<file path="src/rtl/aas_pkg.sv">
`timescale 1ns / 1ps
`default_nettype none

package aas_pkg;

  // Capacity of the alarm list.
  localparam int unsigned MAX_ALARMS = 16;

  localparam int unsigned FUNC_W  = 2;
  localparam int unsigned CODE_W  = 8;
  localparam int unsigned INDEX_W = 4;
  localparam int unsigned OCNT_W  = 5;

  // Internal widths that follow from the capacity.
  localparam int unsigned COUNT_W = $clog2(MAX_ALARMS + 1);
  localparam int unsigned ADDR_W  = (MAX_ALARMS > 1) ? $clog2(MAX_ALARMS) : 1;
  localparam int unsigned CMP_W   = (COUNT_W > INDEX_W) ? COUNT_W : INDEX_W;

  typedef enum logic [FUNC_W-1:0] {
    FN_RAISE     = 2'd0,
    FN_CLEAR     = 2'd1,
    FN_CLEAR_ALL = 2'd2,
    FN_READ      = 2'd3
  } func_t;

endpackage

`default_nettype wire

</file>
<file path="src/rtl/aas_ram.sv">
`timescale 1ns / 1ps
`default_nettype none

module aas_ram #(
  parameter int unsigned DEPTH = 16,
  parameter int unsigned WIDTH = 8,
  parameter int unsigned AW    = 4
) (
  input  wire logic             clk,
  input  wire logic             we,
  input  wire logic [AW-1:0]    wr_addr,
  input  wire logic [WIDTH-1:0] wr_data,
  input  wire logic [AW-1:0]    rd_addr,
  output logic      [WIDTH-1:0] rd_data
);

  logic [WIDTH-1:0] mem [DEPTH];
  logic [WIDTH-1:0] rd_data_r;

  always_ff @(posedge clk) begin
    if (we) begin
      mem[wr_addr] <= wr_data;
    end
    rd_data_r <= mem[rd_addr];
  end

  assign rd_data = rd_data_r;

endmodule

`default_nettype wire

</file>
<file path="src/rtl/active_alarm_set_top.sv">
// Channel   Ports                                           Handshake
// ------    ----------------------------------------------  ----------------------------
// input     in_func, in_code, in_index                      taken when start && !busy
// result    out_count, out_entry_value, out_entry_valid,     one cycle, marked by out_valid
//           out_dropped
//
// One word is worked at a time; busy falls in the cycle that shows its result, so the
// next word can be taken there.
// Raise and clear scan the stored list through the single registered read port of
// the list memory and one comparator, through S_SCAN_RD and S_SCAN_CMP for each entry
// scanned; a clear then moves each later entry down through S_SHIFT_RD and S_SHIFT_WR.
// Clear-all, a raise of zero and a read past the count give their result straight
// from idle; a valid read passes through S_READ_RD and S_READ_WAIT first.
// Reset empties the list at once (count to zero); the memory itself is not cleared.
// The receiver cannot stall: each result is shown for exactly one cycle.
`timescale 1ns / 1ps
`default_nettype none

module active_alarm_set_top (
  input  wire logic                         clk,
  input  wire logic                         rst_n,
  input  wire logic                         start,
  output logic                              busy,
  input  wire logic [aas_pkg::FUNC_W-1:0]   in_func,
  input  wire logic [aas_pkg::CODE_W-1:0]   in_code,
  input  wire logic [aas_pkg::INDEX_W-1:0]  in_index,
  output logic                              out_valid,
  output logic [aas_pkg::OCNT_W-1:0]        out_count,
  output logic [aas_pkg::CODE_W-1:0]        out_entry_value,
  output logic                              out_entry_valid,
  output logic                              out_dropped
);

  typedef enum logic [2:0] {
    S_IDLE,
    S_SCAN_RD,
    S_SCAN_CMP,
    S_SHIFT_RD,
    S_SHIFT_WR,
    S_READ_RD,
    S_READ_WAIT
  } state_t;

  state_t                          state_r,  state_nxt;
  aas_pkg::func_t                  func_r,   func_nxt;
  logic [aas_pkg::CODE_W-1:0]      code_r,   code_nxt;
  logic [aas_pkg::ADDR_W-1:0]      raddr_r,  raddr_nxt;
  logic [aas_pkg::COUNT_W-1:0]     count_r,  count_nxt;
  logic [aas_pkg::COUNT_W-1:0]     ptr_r,    ptr_nxt;
  logic                            ovalid_r, ovalid_nxt;
  logic [aas_pkg::OCNT_W-1:0]      ocount_r, ocount_nxt;
  logic [aas_pkg::CODE_W-1:0]      oval_r,   oval_nxt;
  logic                            oev_r,    oev_nxt;
  logic                            odrop_r,  odrop_nxt;

  logic [aas_pkg::COUNT_W-1:0]     ptr_inc;
  logic                            mem_we;
  logic [aas_pkg::ADDR_W-1:0]      mem_waddr;
  logic [aas_pkg::CODE_W-1:0]      mem_wdata;
  logic [aas_pkg::ADDR_W-1:0]      mem_raddr;
  logic [aas_pkg::CODE_W-1:0]      mem_rdata;
  logic                            code_hit;
  logic                            idx_ok;

  aas_ram #(
    .DEPTH (aas_pkg::MAX_ALARMS),
    .WIDTH (aas_pkg::CODE_W),
    .AW    (aas_pkg::ADDR_W)
  ) u_list (
    .clk     (clk),
    .we      (mem_we),
    .wr_addr (mem_waddr),
    .wr_data (mem_wdata),
    .rd_addr (mem_raddr),
    .rd_data (mem_rdata)
  );

  assign ptr_inc   = ptr_r + 1'b1;
  // The shared comparator: every scan step compares one stored entry to the code.
  assign code_hit  = (mem_rdata == code_r);
  assign idx_ok    = (aas_pkg::CMP_W'(in_index) < aas_pkg::CMP_W'(count_r));
  assign mem_raddr = raddr_r;

  always_comb begin
    state_nxt  = state_r;
    func_nxt   = func_r;
    code_nxt   = code_r;
    raddr_nxt  = raddr_r;
    count_nxt  = count_r;
    ptr_nxt    = ptr_r;
    ovalid_nxt = 1'b0;
    oval_nxt   = oval_r;
    oev_nxt    = oev_r;
    odrop_nxt  = odrop_r;
    mem_we     = 1'b0;
    mem_waddr  = ptr_r[aas_pkg::ADDR_W-1:0];
    mem_wdata  = code_r;

    case (state_r)
      S_IDLE: begin
        if (start) begin
          func_nxt  = aas_pkg::func_t'(in_func);
          code_nxt  = in_code;
          ptr_nxt   = '0;
          raddr_nxt = '0;
          oval_nxt  = '0;
          oev_nxt   = 1'b0;
          odrop_nxt = 1'b0;
          case (aas_pkg::func_t'(in_func))
            aas_pkg::FN_RAISE: begin
              if (in_code == '0) begin
                ovalid_nxt = 1'b1;
              end else begin
                state_nxt = S_SCAN_RD;
              end
            end
            aas_pkg::FN_CLEAR: begin
              state_nxt = S_SCAN_RD;
            end
            aas_pkg::FN_CLEAR_ALL: begin
              count_nxt  = '0;
              ovalid_nxt = 1'b1;
            end
            aas_pkg::FN_READ: begin
              if (idx_ok) begin
                raddr_nxt = aas_pkg::ADDR_W'(in_index);
                state_nxt = S_READ_RD;
              end else begin
                ovalid_nxt = 1'b1;
              end
            end
            default: begin
              ovalid_nxt = 1'b1;
            end
          endcase
        end
      end

      S_SCAN_RD: begin
        if (ptr_r == count_r) begin
          // Whole list scanned without a match.
          state_nxt  = S_IDLE;
          ovalid_nxt = 1'b1;
          if (func_r == aas_pkg::FN_RAISE) begin
            if (count_r < aas_pkg::COUNT_W'(aas_pkg::MAX_ALARMS)) begin
              mem_we    = 1'b1;
              mem_waddr = count_r[aas_pkg::ADDR_W-1:0];
              mem_wdata = code_r;
              count_nxt = count_r + 1'b1;
            end else begin
              odrop_nxt = 1'b1;
            end
          end
        end else begin
          state_nxt = S_SCAN_CMP;
        end
      end

      S_SCAN_CMP: begin
        if (code_hit) begin
          if (func_r == aas_pkg::FN_CLEAR) begin
            state_nxt = S_SHIFT_RD;
            raddr_nxt = ptr_inc[aas_pkg::ADDR_W-1:0];
          end else begin
            state_nxt  = S_IDLE;
            ovalid_nxt = 1'b1;
          end
        end else begin
          ptr_nxt   = ptr_inc;
          raddr_nxt = ptr_inc[aas_pkg::ADDR_W-1:0];
          state_nxt = S_SCAN_RD;
        end
      end

      S_SHIFT_RD: begin
        if (ptr_inc >= count_r) begin
          count_nxt  = count_r - 1'b1;
          state_nxt  = S_IDLE;
          ovalid_nxt = 1'b1;
        end else begin
          state_nxt = S_SHIFT_WR;
        end
      end

      S_SHIFT_WR: begin
        // Entry ptr+1 has arrived from memory; move it down one place.
        mem_we    = 1'b1;
        mem_waddr = ptr_r[aas_pkg::ADDR_W-1:0];
        mem_wdata = mem_rdata;
        ptr_nxt   = ptr_inc;
        raddr_nxt = aas_pkg::ADDR_W'(ptr_inc + 1'b1);
        state_nxt = S_SHIFT_RD;
      end

      S_READ_RD: begin
        state_nxt = S_READ_WAIT;
      end

      S_READ_WAIT: begin
        oval_nxt   = mem_rdata;
        oev_nxt    = 1'b1;
        state_nxt  = S_IDLE;
        ovalid_nxt = 1'b1;
      end

      default: begin
        state_nxt = S_IDLE;
      end
    endcase

    ocount_nxt = aas_pkg::OCNT_W'(count_nxt);
  end

  always_ff @(posedge clk) begin
    if (!rst_n) begin
      state_r  <= S_IDLE;
      count_r  <= '0;
      ovalid_r <= 1'b0;
    end else begin
      state_r  <= state_nxt;
      count_r  <= count_nxt;
      ovalid_r <= ovalid_nxt;
    end
    func_r   <= func_nxt;
    code_r   <= code_nxt;
    raddr_r  <= raddr_nxt;
    ptr_r    <= ptr_nxt;
    ocount_r <= ocount_nxt;
    oval_r   <= oval_nxt;
    oev_r    <= oev_nxt;
    odrop_r  <= odrop_nxt;
  end

  assign busy            = (state_r != S_IDLE);
  assign out_valid       = ovalid_r;
  assign out_count       = ocount_r;
  assign out_entry_value = oval_r;
  assign out_entry_valid = oev_r;
  assign out_dropped     = odrop_r;

  a_count_in_range: assert property (@(posedge clk) disable iff (!rst_n)
    count_r <= aas_pkg::COUNT_W'(aas_pkg::MAX_ALARMS))
    else $error("alarm count exceeds capacity");

  a_result_ends_work: assert property (@(posedge clk) disable iff (!rst_n)
    out_valid |-> !busy)
    else $error("result issued while still busy");

  a_start_goes_busy: assert property (@(posedge clk) disable iff (!rst_n)
    (start && !busy && !(in_func == aas_pkg::FN_CLEAR_ALL)
     && !(in_func == aas_pkg::FN_RAISE && in_code == '0)
     && !(in_func == aas_pkg::FN_READ && !idx_ok)) |=> busy)
    else $error("accepted word did not start a scan");

  a_drop_only_when_full: assert property (@(posedge clk) disable iff (!rst_n)
    (out_valid && out_dropped) |-> (count_r == aas_pkg::COUNT_W'(aas_pkg::MAX_ALARMS)))
    else $error("drop flagged while list not full");

endmodule

`default_nettype wire
</file>
<file path="config.mk">
export PLATFORM = sky130hd
export DESIGN_NAME = active_alarm_set_top
export DESIGN_NICKNAME = d
export VERILOG_FILES = /design/src/rtl/aas_pkg.sv /design/src/rtl/aas_ram.sv /design/src/rtl/active_alarm_set_top.sv
export SDC_FILE = /design/constraint.sdc
export NUM_CORES = 1
export LEC_CHECK = 0
export ABC_CLOCK_PERIOD_IN_PS = 3100
export BUFFER_PORTS_ARGS = -buffer_cell sky130_fd_sc_hd__clkbuf_2
export CORE_MARGIN = 10
export CORE_UTILIZATION = 61
export DETAILED_ROUTE_END_ITERATION = 12
export GPL_TIMING_DRIVEN = 0
export HOLD_SLACK_MARGIN = 0.1
export PLACE_DENSITY = 0.79
export SYNTH_ARGS = -nofsm -noshare
export SYNTH_HDL_FRONTEND = slang
export SYNTH_SLANG_ARGS = --single-unit
</file>
<file path="constraint.sdc">
create_clock -name clk -period 3.1 [get_ports clk]
set_clock_uncertainty 0.1 [all_clocks]
set_input_delay 0.62 -clock clk [delete_from_list [all_inputs] [get_ports clk]]
set_output_delay 0.62 -clock clk [all_outputs]
set_load 0.01 [all_outputs]
</file>
==> flow_metrics.tcl <==
set metrics [dict create \
    hold_start "in_code[3]" \
    numCtsBuffers 17 \
    crit_type "reg2reg" \
    synth_nets 497 \
    path_cells "ha_1 -> or4_4 -> o32ai_4 -> nand2b_2 -> nor2_1" \
    crit_path_max_incr_delay_ps 660 \
    synth-seq-cells 179 \
    postSynthCellCount 468 \
    ys.flop_type "edfxtp_1" \
    drv_cap 0 \
    drt_iter0_markers 557 \
    worst_slack_ps -73.2 \
    postCtsHoldBufs 0 \
    crit_path_max_fanout 10 \
    irDropWorstVdd_v 0.000618 \
    setup_viol 18 \
    grt_setup_unrepaired "true" \
    reg2reg_to "u_list.mem[4][3]$_DFFE_PP_" \
    cts_sinks 179 \
    cts_max_level 4 \
    grt_overflow 0 \
    tightest_slew_ps 1160 \
    diodes 0 \
    min_period_ps 3170 \
    register_area_sq_um 5150 \
    worst_hold_path_type "in2reg" \
    nets 554 \
    grt_util_met1_pct 25.1 \
    ys_seq_area_share_pct 67.9 \
    synth.distinct_cells 56 \
    grt_max_degree 18 \
    ant_nets 0 \
    path_clk_slew_ps 70 \
    place_hpwl_um 11100 \
    relSlewSlack_pct 21.6 \
    clk_latency_ps 420 \
    crit_slowest_cell "nor2_1" \
    rows 40 \
    yosysWarnings 0 \
    drt_pass1_iterations 5 \
    cp-end-kind "register" \
    power_density_nw_per_um2 950 \
    die_area_sq_um 17300 \
    min_delay_path_depth 1 \
    violations "negative setup slack" \
    dpl-instance-area_sq_um 7970 \
    clockRootBuffer "clkbuf_16" \
    p_leak_nw 3.00 \
    coreArea_sq_um 12100 \
    holdPathEnd "code_r[3]$_DFFE_PP_" \
    areaGrowthSynthToFinish_pct 14.7 \
    grt_use_met3_pct 5.30 \
    r2r-start "count_r[0]$_SDFF_PN0_" \
    report.final.slew_viol_count 0 \
    numPortBuffers 33 \
    totalWireLength_um 16800 \
    antenna_found_initial 0 \
    finalHoldViolCount 0 \
    gp_congestion 0.908 \
    grt_pass1_wl_um 26000 \
    syn_area_per_cell_sq_um 16.2 \
    cts_tree "yes" \
    grt_pass1_vias 4480 \
    grt_usage_pct 19.7 \
    busiest_layer "met2" \
    ff2ff_setup_slack_ps -70 \
    whs_ps 291 \
    startpoint_type "register" \
    io_pins 34 \
    die_w_um 132 \
    cp.arrival_ps 3130 \
    multi_input_area_sq_um 2390 \
    gr-usage-met2_pct 32.0 \
    via_count 4472 \
    dieHeight_um 132 \
    wire_per_inst_um 23.8 \
    finalCritPeriodShare_pct 102 \
    fillers 774 \
    rr_worst_depth 5 \
    clockBufferDepth 2 \
    drc_errors 0 \
    async_flop_share_pct 0 \
    post_route_cells_drive_above_1_share_pct 26.4 \
    status "finished with violations" \
    critPathRequiredTime_ps 3050 \
    synth_edf_count 157 \
    vias_per_cell 6.33 \
    timing.fmax_mhz 315 \
    synth_area_sq_um 7600 \
    final_area_sq_um 8710 \
    start_util_pct 62.7 \
]
==> area by class of cell <==
cell class,count,share of cell area (%)
buffer,18,0.933
multi-input combinational,256,27.5
timing repair buffer,38,2.61
inverter,15,0.646
tap,168,2.41
clock inverter,15,1.91
sequential,179,59.2
clock buffer,17,4.88
==> power breakdown <==
part,leakage (nW),total (mW),internal (mW),switching [mW]
logic,1.09,2.76,1.08,1.68
registers,1.62,3.38,3.16,0.215
clock network,0.290,2.14,1.21,0.933
==> worst max path at each step <==
stage / to / from / cells past startpoint / slack (ps)
after floorplan: u_list.mem[4][0]$_DFFE_PP_ / ptr_r[0]$_SDFFCE_PP0P_ / 5 / 400
after global placement: u_list.mem[9][4]$_DFFE_PP_ / ptr_r[0]$_SDFFCE_PP0P_ / 5 / -240
after detailed placement: u_list.mem[7][4]$_DFFE_PP_ / ptr_r[0]$_SDFFCE_PP0P_ / 5 / -310
after CTS: u_list.mem[4][3]$_DFFE_PP_ / ptr_r[0]$_SDFFCE_PP0P_ / 5 / -90
after global routing: u_list.mem[4][7]$_DFFE_PP_ / count_r[0]$_SDFF_PN0_ / 5 / -180
final: u_list.mem[4][3]$_DFFE_PP_ / count_r[0]$_SDFF_PN0_ / 5 / -70
==> synth_stat cells (3+ instances only) <==
library cell | n | area share [%]
a211oi_1 | 4 | 0.40
a21oi_1 | 10 | 0.66
a221o_1 | 4 | 0.53
a31oi_1 | 5 | 0.41
and2_1 | 4 | 0.33
and3_1 | 11 | 0.91
buf_2 | 5 | 0.33
clkbuf_1 | 10 | 0.49
dfxtp_1 | 22 | 5.8
edfxtp_1 | 157 | 62
ha_1 | 12 | 2.0
inv_1 | 14 | 0.69
mux4_2 | 40 | 12
nand2_1 | 40 | 2.0
nand2b_1 | 5 | 0.41
nand3_1 | 7 | 0.46
nor2_1 | 28 | 1.4
nor2b_1 | 8 | 0.66
nor3_1 | 4 | 0.26
nor3_2 | 4 | 0.53
nor4_1 | 4 | 0.33
o21ai_0 | 6 | 0.40
o21bai_1 | 3 | 0.30
o22ai_1 | 4 | 0.33
xnor2_1 | 4 | 0.46
xor2_1 | 13 | 1.5
==> state kept, by name (all words and copies together), names as in the netlist <==
name             flops
u_list.mem         128
code_r               8
out_entry_value      8
u_list.rd_data       8
count_r              5
out_count            5
ptr_r                5
mem_raddr            4
state_r              3
func_r               2
out_dropped          1
out_entry_valid      1
out_valid            1
==> stage by stage <==
step	std cells	power [mW]	setup slack (ps)	setup TNS [ps]	utilization, %
3_5_place_dp	669	5.99	-312	-17280	65.8
4_1_cts	701	8.20	-93.1	-2230	71.1
2_1_floorplan	468	5.25	396	0	-
5_1_grt	706	8.65	-181	-4670	72.0
3_3_place_gp	669	5.86	-245	-12050	65.8
6_report	706	8.28	-73.2	-855	72.0
==> worst max-delay path: cells and delay by family, from the launching register on <==
family                   cells  cell delay [ps]
AO/OA/AOI/OAI                1              320
adder cells (fa/ha/maj)      1              360
flip-flops                   1              590
AND/OR/NAND/NOR              3             1430
==> what timing repair did <==
item / 4_1_cts / 5_1_grt
gates resized for setup: 11 / 10
endpoints found under the setup margin: 104 / 116
pin swaps: 0 / 2
buffers inserted: 0 / 5
==> layer usage <==
metal / share of wire (%) / vias to the layer above
li1: - / 1965
met4: 1.7 / 0
met1: 39 / 2228
met5: 0 / -
met2: 50 / 250
met3: 8.4 / 29
==> cell families after synthesis <==
logic type / synth area share (%)
multiplexers: 11.9
adder cells (fa/ha/maj): 1.98
AO/OA/AOI/OAI: 5.50
AND/OR/NAND/NOR: 9.04
flip-flops: 67.9
buffers and inverters: 1.81
XOR/XNOR: 1.96
==> cells in the final DEF, fill, tap and decap left out, types with 5 or more instances in the layout <==
cell and count:
o21ai_0 6, nand2_1 40, ha_1 12, inv_6 8
nor2_1 18, clkbuf_16 17, edfxtp_1 157, clkbuf_1 10
clkbuf_2 33, a21oi_1 10, inv_1 14, dfxtp_1 22
xor2_1 13, nor2_2 5, buf_2 5, mux4_2 40
nor2b_1 8, and3_1 11, nand3_1 7, nor2_4 5
No activity file was read; power rests on OpenSTA's default activity.
